## src/pctw_ram.sv

```systemverilog
`timescale 1ns / 1ps
`default_nettype none
// ----------------------------------------------------------------------------
// pctw_ram: generic single-write single-read ram
// one write port, one read port with registered read data held between reads
// ----------------------------------------------------------------------------
module pctw_ram #(
	parameter int unsigned WIDTH = 8,
	parameter int unsigned DEPTH = 16,
	localparam int unsigned AW = (DEPTH > 1) ? $clog2(DEPTH) : 1
) (
	input  wire logic             clk,
	input  wire logic             we,
	input  wire logic [AW-1:0]    waddr,
	input  wire logic [WIDTH-1:0] wdata,
	input  wire logic             re,
	input  wire logic [AW-1:0]    raddr,
	output      logic [WIDTH-1:0] rdata
);

	logic [WIDTH-1:0] mem_q [DEPTH];

	always_ff @(posedge clk) begin
		if (we) begin
			mem_q[waddr] <= wdata;
		end
		if (re) begin
			rdata <= mem_q[raddr];
		end
	end

endmodule
`default_nettype wire

```

## config.mk

```make
export PLATFORM = sky130hd
export DESIGN_NAME = pctw_ram
export DESIGN_NICKNAME = d
export VERILOG_FILES = /design/src/pctw_ram.sv
export SDC_FILE = /design/constraint.sdc
export NUM_CORES = 1
export LEC_CHECK = 0
export BUFFER_PORTS_ARGS = -buffer_cell sky130_fd_sc_hd__buf_2
export CAP_MARGIN = 25
export CORE_ASPECT_RATIO = 1.5
export CORE_MARGIN = 2
export CORE_UTILIZATION = 45
export CTS_CLUSTER_SIZE = 8
export DETAILED_ROUTE_END_ITERATION = 10
export HOLD_SLACK_MARGIN = 0.05
export PLACE_DENSITY_LB_ADDON = 0.15
export SKIP_CTS_REPAIR_TIMING = 1
export SLEW_MARGIN = 0
export SYNTH_ARGS = -nofsm -noshare
export SYNTH_HDL_FRONTEND = slang
export SYNTH_SLANG_ARGS = --single-unit
```

## constraint.sdc

```tcl
create_clock -name clk -period 4.1 [get_ports clk]
set_input_delay 0.41 -clock clk [delete_from_list [all_inputs] [get_ports clk]]
set_output_delay 0.41 -clock clk [all_outputs]
set_load 0.1 [all_outputs]
```

==> results_dict.tcl <==
set metrics [dict create \
    post-route-util 0.535 \
    syn_inst 229 \
    critical-path-top-delay-family "buffers and inverters" \
    required_ps 4240 \
    die_h_microns 136 \
    htree_levels 4 \
    synth-edff-count 136 \
    drive_gt1_frac 0.276 \
    setup_viol 0 \
    sw_frac_of_total 0.198 \
    fin_nets 287 \
    rrSetupSlack_ps 2610 \
    critical_path_arrival_ps 1980 \
    path_clk_slew_ps 50 \
    core_area_sq_um 11400 \
    synthesis.nets 248 \
    clkLatencyLatePin_ps 400 \
    wire_per_inst_microns 22.1 \
    period_minus_slack_ps 1840 \
    vdd_drop_max_mv 0.302 \
    r2r-start "mem_q[1][5]$_DFFE_PP_" \
    fin_skew_ps 5.77 \
    n_fill_cell 908 \
    fin_crit_sh 0.448 \
    grt_max_degree 33 \
    syn_avg_cell_area_sq_um 22.8 \
    seq_area_frac_synth 0.781 \
    power.total_mw 3.27 \
    pwr-share-seq 0.482 \
    switchingPower_uw 647 \
    place_inst 398 \
    grt-ovfl-total 0 \
    reg2regPathDepth 3 \
    finalNonFillerCells 429 \
    cellPowerDensity_nw_per_um2 536 \
    wirelength_microns 9480 \
    async_flop_share 0 \
    grt_pass1_wl_microns 14400 \
    dp_hpwl_microns 6040 \
    yosys_warnings 0 \
    path_cells "buf_2 > buf_12 > mux4_1 > a22oi_1 > nand2_1" \
    startpoint_type "input port" \
    synthTopCellsByCount "edfxtp_1 (136), mux4_2 (18), a22oi_1 (16)" \
    num_rows 48 \
    synth_top_area_share 0.781 \
    antenna_found_initial 0 \
    syn_to_final_growth_pct 16.7 \
    p_int_mw 2.62 \
    max_freq_ghz 0.544 \
    finalSetupTns_ps 0 \
    rsz0062_at_grt "no" \
    vias 2349 \
    post_synth_main_area_contributors "edfxtp_1 (78%), mux4_2 (7.8%), mux4_1 (7.0%)" \
    rr_endpoint "rdata[5]$_DFFE_PP_" \
    ios 27 \
    crit_buf_inv 2 \
    grt_pass1_vias 2452 \
    slew_viol_final 0 \
    combPwrFrac 0.056 \
    initial_utilization 0.458 \
    cts_tree "built" \
    dieArea_sq_um 12500 \
    yosysUniqueCellTypes 18 \
    finalInstanceArea_sq_um 6100 \
    critical_path_class "in2reg" \
    cts_root_buf "clkbuf_16" \
    holdCritStartpoint "re" \
    numCtsBuffers 17 \
    placed_cell_area_sq_um 5490 \
    vias_per_cell 5.48 \
    outcome "complete, no violations" \
    drc 0 \
    cp_slowest_cell "mux4_1" \
    clock_path_buffers 2 \
    p_clk_frac 0.462 \
    port_buffers 26 \
    cts.sinks 136 \
    grt_util_all_layers 0.166 \
    insertedDiodeCount 0 \
    hold_class "in2reg" \
    end_kind "flop" \
    critPathMaxFanout 18 \
    hold_violations 0 \
    synthFlopType "edfxtp_1" \
    hold_depth 1 \
    tightest_slew_ps 963 \
    netlist_area_sq_um 5230 \
    p_leak_nw 2.02 \
    fp.dieW_microns 92 \
    place_congestion 0.719 \
    synth_seq_cells 136 \
    yosysMostFrequentCell "edfxtp_1" \
    first_pass_iters 4 \
    slowest_delay_ps 610 \
    ant_nets 0 \
    cap_violations 0 \
    drt_iter0_drc 149 \
    min_to "rdata[4]$_DFFE_PP_" \
    relSlewSlack 0.356 \
    yosys.area.top_type "edfxtp_1" \
]
==> stage by stage <==
| stage | setup WS [ps] | hold slack (ps) |
|---|---|---|
| floorplan | 2200 | 509 |
| global placement | 1570 | 721 |
| detailed placement | 1570 | 732 |
| CTS | 2010 | 346 |
| global route | 2150 | 349 |
| finish | 2260 | 357 |
==> final cells by class <==
class | count | area (sq um) | share of cell area
sequential | 136 | 4080 | 0.670
multi-input combinational | 83 | 1070 | 0.175
timing repair buffer | 30 | 173 | 0.0283
clock inverter | 12 | 159 | 0.0261
clock buffer | 18 | 429 | 0.0704
tap | 150 | 188 | 0.0308
==> per-layer routing <==
layer | wire (microns) | up-vias | track usage
li1 | - | 1056 | -
met1 | 3940 | 1228 | 0.201
met2 | 5110 | 54 | 0.282
met3 | 289 | 11 | 0.0427
met4 | 136 | 0 | 0.0697
met5 | 0 | - | 0
==> worst max path at each step <==
stage | cells after the start | to | slack, ps | from
2_1_floorplan | 2 | mem_q[0][0]$_DFFE_PP_ | 2200 | waddr[2]
4_1_cts | 5 | rdata[7]$_DFFE_PP_ | 2010 | raddr[0]
3_3_place_gp | 5 | rdata[7]$_DFFE_PP_ | 1570 | raddr[0]
3_5_place_dp | 5 | rdata[7]$_DFFE_PP_ | 1570 | raddr[0]
5_1_grt | 5 | rdata[2]$_DFFE_PP_ | 2150 | raddr[0]
6_report | 5 | rdata[3]$_DFFE_PP_ | 2260 | raddr[0]
==> state kept, by name, summed over array words and instances (netlist names) <==
| name | cells |
|---|---|
| rdata | 8 |
| mem_q | 128 |
==> placed cells by master (no fill, tap or decap), drive strengths merged, types with 2 or more instances in the layout <==
cell type and n:
a22oi 16, edfxtp 136, mux4 32, nand2b 2, nor3 4, clkbuf 18
nor2 13, bufinv 4, buf 30, nand3b 2, nand2 9, clkinv 7
==> power by group through the flow <==
stage                     combinational (mW)  clock (mW)  sequential, mW
after floorplan                       0.0791           0            1.65
after global placement                 0.183           0            1.60
after detailed placement               0.185           0            1.60
after CTS                              0.185        1.54            1.57
after global routing                   0.198        1.59            1.58
final                                  0.184        1.51            1.57
==> cell families (layout without fill, tap and decap cells) <==
logic type | after synthesis | in the layout | share of synthesized area
AOI/OAI and AO/OA | 16 | 16 | 0.0230
and+or+nand+nor | 35 | 35 | 0.0314
buffers and inverters | 10 | 60 | 0.0165
DFF | 136 | 136 | 0.781
muxes | 32 | 32 | 0.148
==> worst reg2reg max path: cells and delay by family (launching register included) <==
kind,cells,cell delay (ps)
and+or+nand+nor,1,80
DFF,1,360
muxes,1,510
AOI/OAI and AO/OA,1,290
No activity file was read; power rests on OpenSTA's default activity.
